<file path="config.mk">
export PLATFORM = sky130hd
export DESIGN_NAME = lcpa_ctrl
export DESIGN_NICKNAME = d
export VERILOG_FILES = /design/src/rtl/lcpa_pkg.sv /design/src/rtl/lcpa_ctrl.sv
export VERILOG_INCLUDE_DIRS = /design/src /design/src/rtl
export SDC_FILE = /design/constraint.sdc
export NUM_CORES = 1
export LEC_CHECK = 0
export BUFFER_PORTS_ARGS = -buffer_cell sky130_fd_sc_hd__buf_2
export CAP_MARGIN = 0
export CORE_UTILIZATION = 35
export CTS_CLUSTER_SIZE = 16
export DETAILED_ROUTE_END_ITERATION = 10
export GPL_TIMING_DRIVEN = 0
export PLACE_DENSITY_LB_ADDON = 0.1
export SKIP_CTS_REPAIR_TIMING = 1
export SYNTH_ARGS = -nofsm -noshare
export SYNTH_HDL_FRONTEND = slang
export SYNTH_SLANG_ARGS = --single-unit
</file>
<file path="constraint.sdc">
create_clock -name clk -period 2.7 [get_ports clk]
set_input_delay 0.135 -clock clk [delete_from_list [all_inputs] [get_ports clk]]
set_output_delay 0.135 -clock clk [all_outputs]
set_load 0.005 [all_outputs]
</file>
<file path="src/rtl/lcp_array_from_suffix_array_assert.svh">
// Assertion macros for the LCP array builder.
// LCPA_ASSERT is disabled while reset is low; LCPA_ASSERT_ALWAYS is checked at every edge.
`ifndef LCP_ARRAY_FROM_SUFFIX_ARRAY_ASSERT_SVH
`define LCP_ARRAY_FROM_SUFFIX_ARRAY_ASSERT_SVH
`ifndef SYNTHESIS
`define LCPA_ASSERT(label, clk, rst_n, prop, msg) \
    label: assert property (@(posedge clk) disable iff (!rst_n) prop) else $error(msg);
`define LCPA_ASSERT_ALWAYS(label, clk, prop, msg) \
    label: assert property (@(posedge clk) prop) else $error(msg);
`else
`define LCPA_ASSERT(label, clk, rst_n, prop, msg)
`define LCPA_ASSERT_ALWAYS(label, clk, prop, msg)
`endif
`endif

</file>
<file path="src/rtl/lcpa_pkg.sv">
package lcpa_pkg;

    localparam int SYM_IN_W  = 16;
    localparam int SUF_W     = 10;
    localparam int RANK_IN_W = 10;
    localparam int LCP_W     = 10;

    localparam logic [LCP_W-1:0] LCP_MAX = '1;

    // command field codes
    localparam logic CMD_LOAD = 1'b0;
    localparam logic CMD_READ = 1'b1;

    // controller -> datapath
    typedef struct packed {
        logic load;       // accepted load word
        logic read;       // accepted read word
        logic out_load;   // move read answer into output register
        logic p_rst;      // restart position counter and match length
        logic clr_step;   // zero rank/lcp entry at p
        logic rank_step;  // rank pass: read suffix at p, write rank of previous
        logic rank_rd;    // sweep: read rank of p
        logic skip;       // sweep: p has last rank, k <= 0
        logic q_rd;       // sweep: read suffix at rank+1
        logic t_rd;       // sweep: read text at p+k and q+k
        logic k_inc;      // sweep: symbols matched
        logic lcp_wr;     // sweep: store lcp of rank, step p
        logic fin_wr;     // zero lcp entry at last rank
    } lcpa_cmd_t;

    // datapath -> controller
    typedef struct packed {
        logic out_free;
        logic last_pos;
        logic rank_done;
        logic skip;
        logic in_bounds;
        logic match;
    } lcpa_stat_t;

endpackage

</file>
<file path="src/rtl/lcpa_ctrl.sv">
`include "lcp_array_from_suffix_array_assert.svh"

module lcpa_ctrl (
    input  logic                  clk,
    input  logic                  rst_n,
    input  logic                  valid,
    input  logic                  command,
    input  logic                  last,
    output logic                  ready,
    input  lcpa_pkg::lcpa_stat_t  stat,
    output lcpa_pkg::lcpa_cmd_t   cmd
);
    import lcpa_pkg::*;

    typedef enum logic [9:0] {
        S_IDLE     = 10'b00_0000_0001,
        S_READ     = 10'b00_0000_0010,
        S_CLEAR    = 10'b00_0000_0100,
        S_RANK     = 10'b00_0000_1000,
        S_SW_RANK  = 10'b00_0001_0000,
        S_SW_NEXT  = 10'b00_0010_0000,
        S_SW_ISSUE = 10'b00_0100_0000,
        S_SW_CMP   = 10'b00_1000_0000,
        S_SW_WRITE = 10'b01_0000_0000,
        S_FINAL    = 10'b10_0000_0000
    } state_t;

    state_t state_reg;
    state_t state_next;

    always_comb
    begin
        state_next = state_reg;
        cmd        = '0;
        ready      = 1'b0;
        unique case (state_reg)
            S_IDLE:
            begin
                ready = 1'b1;
                if (valid)
                begin
                    if (command == CMD_READ)
                    begin
                        cmd.read   = 1'b1;
                        state_next = S_READ;
                    end
                    else
                    begin
                        cmd.load = 1'b1;
                        if (last)
                        begin
                            cmd.p_rst  = 1'b1;
                            state_next = S_CLEAR;
                        end
                    end
                end
            end
            S_READ:
            begin
                if (stat.out_free)
                begin
                    cmd.out_load = 1'b1;
                    state_next   = S_IDLE;
                end
            end
            S_CLEAR:
            begin
                cmd.clr_step = 1'b1;
                if (stat.last_pos)
                begin
                    cmd.p_rst  = 1'b1;
                    state_next = S_RANK;
                end
            end
            S_RANK:
            begin
                cmd.rank_step = 1'b1;
                if (stat.rank_done)
                begin
                    cmd.p_rst  = 1'b1;
                    state_next = S_SW_RANK;
                end
            end
            S_SW_RANK:
            begin
                cmd.rank_rd = 1'b1;
                state_next  = S_SW_NEXT;
            end
            S_SW_NEXT:
            begin
                if (stat.skip)
                begin
                    cmd.skip   = 1'b1;
                    state_next = stat.last_pos ? S_FINAL : S_SW_RANK;
                end
                else
                begin
                    cmd.q_rd   = 1'b1;
                    state_next = S_SW_ISSUE;
                end
            end
            S_SW_ISSUE:
            begin
                cmd.t_rd   = 1'b1;
                state_next = stat.in_bounds ? S_SW_CMP : S_SW_WRITE;
            end
            S_SW_CMP:
            begin
                if (stat.match)
                begin
                    cmd.k_inc  = 1'b1;
                    state_next = S_SW_ISSUE;
                end
                else
                begin
                    state_next = S_SW_WRITE;
                end
            end
            S_SW_WRITE:
            begin
                cmd.lcp_wr = 1'b1;
                state_next = stat.last_pos ? S_FINAL : S_SW_RANK;
            end
            S_FINAL:
            begin
                cmd.fin_wr = 1'b1;
                state_next = S_IDLE;
            end
            default:
            begin
                state_next = S_IDLE;
            end
        endcase
    end

    always_ff @(posedge clk or negedge rst_n)
    begin
        if (!rst_n)
        begin
            state_reg <= S_IDLE;
        end
        else
        begin
            state_reg <= state_next;
        end
    end

    `LCPA_ASSERT(a_close_starts_clear, clk, rst_n, (valid && ready && command == CMD_LOAD && last |=> state_reg == S_CLEAR), "closing load did not start the clearing pass")
    `LCPA_ASSERT(a_final_reopens, clk, rst_n, (state_reg == S_FINAL |=> state_reg == S_IDLE && ready), "build end did not reopen input")
    `LCPA_ASSERT(a_busy_blocks_input, clk, rst_n, (state_reg != S_IDLE |-> !ready), "input ready while busy")

endmodule

</file>
==> summary.txt, run 1 <==
Timing
  – Count of pins over their slew limit: 0
  – Fmax: 0.471 GHz
  – Worst-margin pin slew: 450 ps
  – Setup total negative slack: 0 ps
  – Slew margin rel.: 69.8%
  – Period utilization: 78.6%
  – Fin crit period: 2120 ps
  – Final Hold Vio Count: 0
  – RSZ-0062 raised after global routing: false
  – Final worst slack: 577 ps
  – Final setup violation count: 0
  – Clk_skew: 2.30 ps

Placed design
  – Dpl cell area: 945 sq um
  – Pre-CTS setup slack: 842 ps
  – Routability cong.: 0.810
  – DP HPWL: 1500 um
  – Dpl cells: 137
  – PortBufs: 24

Layout
  – Share of cells above drive strength 1: 39.1%
  – Layout area overhead: 24.1%
  – Design Area, Final: 981 sq um
  – Fin cells: 142
  – Util after Layout: 48.0%
  – N_diodes: 0
  – Layout net count: 127
  – Max FFs per register: 10

Yosys
  – Syn Area/Cell: 9.19 sq um
  – Top FF cell, synth: dfrtp_1
  – Yosys top cell area share: 28.5%
  – Netlist cell types: 43
  – FF+latch count, synth: 10
  – Cell Area, Synth: 791 sq um
  – Syn_nets: 97
  – Post-synth top area cell: dfrtp_1
  – Synth top area cells: dfrtp_1 (28%), dfstp_2 (3.3%), nand4_1 (3.2%)
  – Synthesized instance count: 86
  – Sequential area share after synthesis: 31.8%
  – Synthesis Warnings: 0
  – Ys async rst share: 100%
  – EDFF count, synth: 0

Detailed routing
  – Wire per inst: 13.4 um
  – Vias: 778
  – Detailed Routing Iterations Pass 1: 4
  – Antenna Nets Post-Route: 0
  – DRC Markers: 0
  – Initial DRC count: 15
  – Final WL: 1900 um
  – Via/cell ratio: 5.48

Global routing
  – Largest net degree at the start of global routing: 11
  – Initial antenna violation count: 0
  – Vias in the first global route: 721
  – First-pass GRT wire length: 3340 um
  – GRT Total Usage: 18.0%
  – Grt ovf: 0

Critical path
  – Crit-path max cell delay: 600 ps
  – Worst Setup Path Type: reg -> out
  – WP data arrival: 1990 ps
  – Startpoint Class: flip-flop
  – Worst-path fanout max: 7
  – Setup crit end kind: output pin
  – Req. time, crit path: 2570 ps
  – CP max-delay cell: dfstp_2
  – Crit-path cells: nor4b_1, and3_1, and4b_1, a221o_2, buf_2

CTS
  – Root Driver: clkbuf_4
  – Clock buffer depth: 2
  – Reg clk slew, reported paths: 70 ps
  – CTS buffer count: 3
  – CTS tree: yes
  – Latest clock arrival within the worst-skew pair: 260 ps
  – H-tree levels: 1
  – CTS Sinks: 10

Floorplan
  – Die height: 49.5 um
  – Initial core utilization: 38.7%
  – Core Box Area: 2040 sq um
  – I/O pins: 25
  – Die Span X: 49.5 um
  – Rows: 16
  – DIE AREA: 2450 sq um

Power and ir drop
  – Pwr/cell area: 601 nW/um^2
  – Leak pwr: 0.000519 uW
  – Peak VDD IR: 277 uV

Worst hold path
  – Hold WC Path Type: in -> reg

Job
  – Max Cap Viol: 0

Run status
  – Run status: completed
where the power goes:
part | switching, uW | internal (uW)
sequential | 29.8 | 172
clock | 51.7 | 57.1
combinational | 146 | 132
total | 228 | 362
path summary, 6_finish.rpt:
path	startpoint	to	slack, ps	cells past startpoint
min in group asynchronous	rst_n	state_reg[7]	260	2
worst min register to register	state_reg[4]	state_reg[5]	670	2
worst min-delay path	stat[0]	state_reg[8]	50	2
max in group asynchronous	rst_n	state_reg[0]	2180	2
worst max register to register	state_reg[4]	state_reg[4]	960	6
worst max-delay path	state_reg[0]	cmd[9]	580	5
metrics by stage:
stage,hold slack [ps],total power [uW]
floorplan,-161,404
global placement,15.5,480
detailed placement,12.6,484
CTS,-278,596
global route,63.0,647
finish,50.1,589
per-layer routing:
| metal | up-vias | share of wire [%] | GRT usage [%] |
|---|---|---|---|
| li1 | 383 | - | - |
| met1 | 363 | 48 | 23.4 |
| met2 | 28 | 45 | 27.3 |
| met3 | 4 | 5.2 | 6.17 |
| met4 | 0 | 1.3 | 7.14 |
| met5 | - | 0 | 0 |
layout by cell type (no fill, tap or decap), types with 3 or more instances in the layout:
master / netlist / final
buf_2: 1 / 25
inv_1: 4 / 4
dfrtp_1: 9 / 9
nand3_1: 3 / 3
clkbuf_4: 0 / 3
nand4_1: 4 / 4
nor2_1: 5 / 5
nor3_1: 4 / 4
o21ai_0: 5 / 5
nand2_1: 5 / 5
cell usage after synthesis, types with 2 or more instances:
cell and instances:
inv_1 4, and4b_1 2, o31ai_1 2, nand3b_1 2, nand2b_1 2, and4_2 2, nand2_1 5, nand3_1 3
dfrtp_1 9, and3_1 2, nor3b_1 2, buf_6 2, nand4_1 4, and3_2 2, o21ai_0 5, and3b_1 2
nor2_1 5, nor3_1 4, o21a_1 2, xor2_1 2
cell families after synthesis:
kind of cell | count (synthesis) | synth area share (%)
xor+xnor | 2 | 2.22
buf+inv | 8 | 6.33
simple gates | 51 | 45.4
compound gates | 15 | 14.2
flops | 10 | 31.8
critical path, delay by kind of cell (launching register included):
| kind | cells | cell delay [ps] |
|---|---|---|
| buf+inv | 1 | 100 |
| compound gates | 1 | 110 |
| simple gates | 3 | 920 |
| flops | 1 | 600 |
area by class of cell:
| cell class | instances | area, sq um |
|---|---|---|
| clock buffer | 4 | 26.3 |
| tap | 27 | 33.8 |
| sequential | 10 | 251 |
| fill | 227 | 1060 |
| timing repair buffer | 25 | 130 |
| inverter | 4 | 15.0 |
| buffer | 4 | 35.0 |
| multi-input combinational | 68 | 489 |
Note: power is estimated with default switching activity, not from simulation.
==> run 2: changes to the inputs <==
==> constraint.sdc (replaced) <==
create_clock -name clk -period 1.8 [get_ports clk]
set_input_delay 0.09 -clock clk [delete_from_list [all_inputs] [get_ports clk]]
set_output_delay 0.09 -clock clk [all_outputs]
set_load 0.005 [all_outputs]
==> summary.txt, run 2 (same netlist as run 1, synthesis figures left out) <==
Run status
  – Run status: complete, but fails checks (was completed)
  – Failing checks: negative setup slack

Global routing
  – GRT Total Usage: 18.0% (unchanged)
  – Grt ovf: 0 (unchanged)
  – Initial antenna violation count: 0 (unchanged)
  – First-pass GRT wire length: 3340 um (unchanged)
  – Largest net degree at the start of global routing: 11 (unchanged)
  – Vias in the first global route: 721 (unchanged)

Critical path
  – R2R Path Start: state_reg[4] (unchanged)
  – Crit Reg-Reg Endpoint: state_reg[4] (unchanged)
  – Crit-path max cell delay: 600 ps (about the same)
  – Worst-path fanout max: 7 (unchanged)
  – Startpoint Class: flip-flop (unchanged)
  – Setup crit end kind: output pin (unchanged)
  – Crit-path cells: nor4_4, buf_4, and4b_1, buf_6, a221o_2, buf_2 (was nor4b_1, and3_1, and4b_1, a221o_2, buf_2)
  – R2r setup slk: 10 ps (was 960 ps)
  – Worst setup path startpoint: state_reg[0] (unchanged)
  – Req. time, crit path: 1710 ps (was 2570 ps)
  – Worst r2r path cells: 8 (was 6)
  – CP max-delay cell: dfstp_2 (unchanged)
  – Worst Setup Path Type: reg -> out (unchanged)
  – WP data arrival: 1850 ps (was 1990 ps)

Timing
  – Slew margin rel.: 72.0% (was 69.8%)
  – RSZ-0062 raised after global routing: true (was false)
  – Final worst slack: -138 ps (was 577 ps)
  – Fin crit period: 1940 ps
  – Final setup violation count: 6 (was 0)
  – Final Hold Vio Count: 0 (unchanged)
  – Count of pins over their slew limit: 0 (unchanged)
  – Worst-margin pin slew: 416 ps (was 450 ps)
  – Fmax: 0.516 GHz
  – Clk_skew: 0.336 ps (was 2.30 ps)
  – Period utilization: 108%

Placed design
  – Routability cong.: 0.810 (unchanged)
  – Dpl cells: 137 (unchanged)
  – PortBufs: 24 (unchanged)
  – DP HPWL: 1500 um (unchanged)

CTS
  – CTS tree: yes (unchanged)
  – Reg clk slew, reported paths: 70 ps (about the same)
  – Clock buffer depth: 2 (unchanged)
  – CTS Sinks: 10 (unchanged)
  – Root Driver: clkbuf_4 (unchanged)
  – Latest clock arrival within the worst-skew pair: 260 ps (about the same)
  – H-tree levels: 1 (unchanged)
  – CTS buffer count: 3 (unchanged)

Layout
  – Fillers: 201 (was 227)
  – Util after Layout: 57.9% (was 48.0%)
  – Commonest non-fill, non-tap cells in the layout: buf_2 (21), buf_6 (10), buf_4 (7), dfrtp_1 (7) (was buf_2 (25), dfrtp_1 (9), nor2_1 (5), nand2_1 (5), o21ai_0 (5))
  – Most common cell after layout, fill and taps aside: buf_2 (unchanged)
  – Area of the multi-input gates: 573 sq um (was 489 sq um)
  – Share of cells above drive strength 1: 53.6% (was 39.1%)
  – FF/Latch Area: 254 sq um (was 251 sq um)
  – Max FFs per register: 10 (unchanged)
  – N_diodes: 0 (unchanged)
  – Layout net count: 137 (was 127)
  – Layout area overhead: 49.5% (was 24.1%)
  – Fin cells: 152 (was 142)

Detailed routing
  – DRC Markers: 0 (unchanged)
  – Vias: 849 (was 778)
  – Wire per inst: 13.7 um (was 13.4 um)
  – Initial DRC count: 16 (was 15)
  – Antenna Nets Post-Route: 0 (unchanged)
  – Via/cell ratio: 5.59 (was 5.48)
  – Final WL: 2080 um (was 1900 um)
  – Detailed Routing Iterations Pass 1: 5 (was 4)

Floorplan
  – DIE AREA: 2450 sq um (unchanged)
  – Die height: 49.5 um (unchanged)
  – Die Span X: 49.5 um (unchanged)
  – Initial core utilization: 38.7% (unchanged)
  – Core Box Area: 2040 sq um (unchanged)
  – I/O pins: 25 (unchanged)
  – Rows: 16 (unchanged)

Power and ir drop
  – Leak pwr: 0.000588 uW (was 0.000519 uW)
  – Peak VDD IR: 516 uV (was 277 uV)
  – Pwr/cell area: 966 nW/um^2 (was 601 nW/um^2)

Worst hold path
  – Worst Hold Launch: stat[0] (unchanged)
  – WHS Endpoint: state_reg[8] (unchanged)
  – Hold WC Path Type: in -> reg (unchanged)
  – Worst Hold Depth: 2 (unchanged)

Job
  – Max Cap Viol: 0 (unchanged)
==> run 2: cell types whose count changed in the layout (fill, tap and decap cells not counted), moves of 2 or more <==
cell / delta
buf_6: +8
buf_4: +6
buf_2: -4
and3_4: +2
dfrtp_1: -2
dfrtp_2: +2
nor3_1: -2
nor3_4: +2
==> run 2: critical path, delay by kind of cell (launching register included) <==
family	cells	cell delay (ps)
AOI/OAI and AO/OA	1	320
buffers and inverters	3	400
DFF	1	600
and+or+nand+nor	2	260
==> run 2: cell type report <==
cell class	instances	area share (%)
Timing Repair Buffer	35	19.9
Buffer	4	3.81
Clock buffer	4	2.22
Inverter	4	1.27
Multi-Input combinational cell	68	48.5
Tap cell	27	2.86
Sequential cell	10	21.5
==> run 2: per-layer routing <==
metal | track usage, % | up-vias | wire length, um
met5 | 0 | - | 0
met4 | 7.14 | 0 | 30
met3 | 6.17 | 4 | 130
met2 | 27.3 | 35 | 993
met1 | 23.4 | 409 | 920
li1 | - | 401 | -
==> run 2: power by group <==
part           switching [uW]  internal (uW)  leakage, uW
logic                     298            370     0.000441
registers                48.3            260     0.000132
clock network            79.2           85.8    0.0000150
total                     426            716     0.000588
==> run 2: how the worst max path moves through the flow <==
| stage | to | slack, ps | depth (start not counted) |
|---|---|---|---|
| after global placement | cmd[9] | 6 | 5 |
| final | cmd[9] | -140 | 6 |
| after floorplan | state_reg[4] | 250 | 5 |
| after detailed placement | cmd[9] | -10 | 5 |
| after global routing | cmd[9] | -210 | 5 |
| after CTS | cmd[9] | -310 | 5 |
==> run 2: per-stage QoR <==
| stage | setup WS (ps) | total power (uW) | TNS, ps | hold slack (ps) | instance area (sq um) |
|---|---|---|---|---|---|
| 5_1_grt | -209 | 1230 | -1340 | 18.0 | 1180 |
| 2_1_floorplan | 250 | 606 | 0 | -206 | 791 |
| 4_1_cts | -311 | 894 | -1350 | -323 | 971 |
| 6_report | -138 | 1140 | -411 | 4.68 | 1180 |
| 3_5_place_dp | -13.2 | 726 | -13.2 | -32.4 | 945 |
| 3_3_place_gp | 6.15 | 720 | 0 | -29.5 | 945 |
==> run 3: changes to the inputs <==
--- a/config.mk
+++ b/config.mk
@@ -9,6 +9,7 @@
 export BUFFER_PORTS_ARGS = -buffer_cell sky130_fd_sc_hd__buf_2
 export CAP_MARGIN = 0
 export CORE_UTILIZATION = 35
+export CTS_BUF_LIST = sky130_fd_sc_hd__clkbuf_8
 export CTS_CLUSTER_SIZE = 16
 export DETAILED_ROUTE_END_ITERATION = 10
 export GPL_TIMING_DRIVEN = 0
==> summary.txt, run 3 (same netlist as run 1, synthesis figures left out) <==
CTS
  – CTS Sinks: 10 (unchanged)
  – Root Driver: clkbuf_8 (was clkbuf_4)
  – H-tree levels: 1 (unchanged)
  – Latest clock arrival within the worst-skew pair: 240 ps (was 260 ps)
  – Reg clk slew, reported paths: 50 ps (was 70 ps)
  – CTS tree: yes (unchanged)
  – Clock buffer depth: 2 (unchanged)
  – CTS buffer count: 3 (unchanged)

Global routing
  – GRT Total Usage: 17.9% (was 18.0%)
  – Initial antenna violation count: 0 (unchanged)
  – Largest net degree at the start of global routing: 11 (unchanged)
  – First-pass GRT wire length: 3350 um (was 3340 um)
  – Grt ovf: 0 (unchanged)
  – Vias in the first global route: 736 (was 721)

Detailed routing
  – Antenna Nets Post-Route: 0 (unchanged)
  – DRC Markers: 0 (unchanged)
  – Vias: 829 (was 849)
  – Final WL: 2100 um (was 2080 um)
  – Wire per inst: 14.1 um (was 13.7 um)
  – Via/cell ratio: 5.56 (was 5.59)
  – Initial DRC count: 12 (was 16)
  – Detailed Routing Iterations Pass 1: 4 (was 5)

Worst hold path
  – Hold WC Path Type: in -> reg (unchanged)
  – Worst Hold Depth: 2 (unchanged)

Critical path
  – CP max-delay cell: nor4_1 (was dfstp_2)
  – Cell count along the critical path: 6 (unchanged)
  – Crit-path max cell delay: 460 ps (was 600 ps)
  – Req. time, crit path: 1710 ps (about the same)
  – Worst-path fanout max: 10 (was 7)
  – Worst r2r path cells: 6 (was 8)
  – Worst Setup Path Type: reg -> out (unchanged)
  – Crit-path cells: buf_6, nor4_1, and4b_1, buf_6, a221o_2, buf_2 (was nor4_4, buf_4, and4b_1, buf_6, a221o_2, buf_2)
  – Critical path buffer and inverter count: 3 (unchanged)
  – R2r setup slk: 10 ps (about the same)
  – Startpoint Class: flip-flop (unchanged)
  – Most common cell on crit path: buf_6
  – CP top delay family: simple AND/OR/NAND/NOR gates (was flip-flops)
  – WP data arrival: 1840 ps (was 1850 ps)
  – Setup crit end kind: output pin (unchanged)

Placed design
  – DP HPWL: 1500 um (unchanged)
  – PortBufs: 24 (unchanged)
  – Dpl cells: 137 (unchanged)
  – Routability cong.: 0.810 (unchanged)
  – Pre-CTS setup slack: -13.2 ps (unchanged)

Floorplan
  – Die Span X: 49.5 um (unchanged)
  – Rows: 16 (unchanged)
  – DIE AREA: 2450 sq um (unchanged)
  – I/O pins: 25 (unchanged)
  – Die height: 49.5 um (unchanged)
  – Initial core utilization: 38.7% (unchanged)
  – Core Box Area: 2040 sq um (unchanged)

Layout
  – Commonest non-fill, non-tap cells in the layout: buf_2 (24), dfrtp_1 (7), buf_4 (6) (was buf_2 (21), buf_6 (10), buf_4 (7), dfrtp_1 (7))
  – N_diodes: 0 (unchanged)
  – Fillers: 203 (was 201)
  – Layout area overhead: 45.6% (was 49.5%)
  – Area of the multi-input gates: 572 sq um (was 573 sq um)
  – FF/Latch Area: 254 sq um (unchanged)
  – Max FFs per register: 10 (unchanged)
  – Most common cell after layout, fill and taps aside: buf_2 (unchanged)
  – Layout net count: 134 (was 137)
  – Share of cells above drive strength 1: 54.1% (was 53.6%)
  – Fin cells: 149 (was 152)

Run status
  – Failing checks: negative setup slack (unchanged)
  – Run status: complete, but fails checks (unchanged)

Job
  – Max Cap Viol: 0 (unchanged)

Timing
  – Final worst slack: -135 ps (was -138 ps)
  – Period utilization: 107% (was 108%)
  – Hold_ws: 39.5 ps (was 4.68 ps)
  – Final setup violation count: 4 (was 6)
  – Fin crit period: 1930 ps (was 1940 ps)
  – Final Hold Vio Count: 0 (unchanged)
  – Fmax: 0.517 GHz (was 0.516 GHz)
  – Slew margin rel.: 67.7% (was 72.0%)
  – Worst-margin pin slew: 480 ps (was 416 ps)
  – Count of pins over their slew limit: 0 (unchanged)
  – Setup total negative slack: -274 ps (was -411 ps)
  – Clk_skew: 1.41 ps (was 0.336 ps)
  – RSZ-0062 raised after global routing: true (unchanged)

Power and ir drop
  – Pwr/cell area: 1030 nW/um^2 (was 966 nW/um^2)
  – Leak pwr: 0.000574 uW (was 0.000588 uW)
  – Peak VDD IR: 559 uV (was 516 uV)
## run 3: final cells by class
cell class / count / area share (%)
clock buffer: 3 / 3.59
tap: 27 / 2.93
buffer: 4 / 3.91
timing repair buffer: 32 / 16.2
sequential: 10 / 22.1
inverter: 4 / 1.30
multi-input combinational: 68 / 49.7
clock inverter: 1 / 0.326
## run 3: power breakdown
| group | switching (uW) | internal (uW) |
|---|---|---|
| sequential | 47.9 | 261 |
| clock | 88.7 | 149 |
| combinational | 297 | 345 |
## run 3: path summary, 6_finish.rpt
kind / startpoint / to
setup / recovery: state_reg[5] / cmd[9]
hold / removal: stat[0] / state_reg[8]
setup reg to reg: state_reg[5] / state_reg[4]
hold reg to reg: state_reg[4] / state_reg[5]
max in group asynchronous: rst_n / state_reg[0]
min in group asynchronous: rst_n / state_reg[4]
## run 3: per-stage QoR
step	instance area (sq um)	total power (uW)	utilization, %
finish	1150	1190	56.4
detailed placement	945	726	46.3
CTS	990	965	48.5
global route	1150	1280	56.4
floorplan	791	606	-
global placement	945	720	46.3
## run 3: per-layer routing
metal | vias up | global-route usage [%] | part of all wire, %
met3 | 9 | 5.25 | 5.8
met1 | 389 | 23.2 | 46
li1 | 398 | - | -
met4 | 0 | 5.71 | 2.6
met5 | - | 0 | 0
met2 | 33 | 28.2 | 46
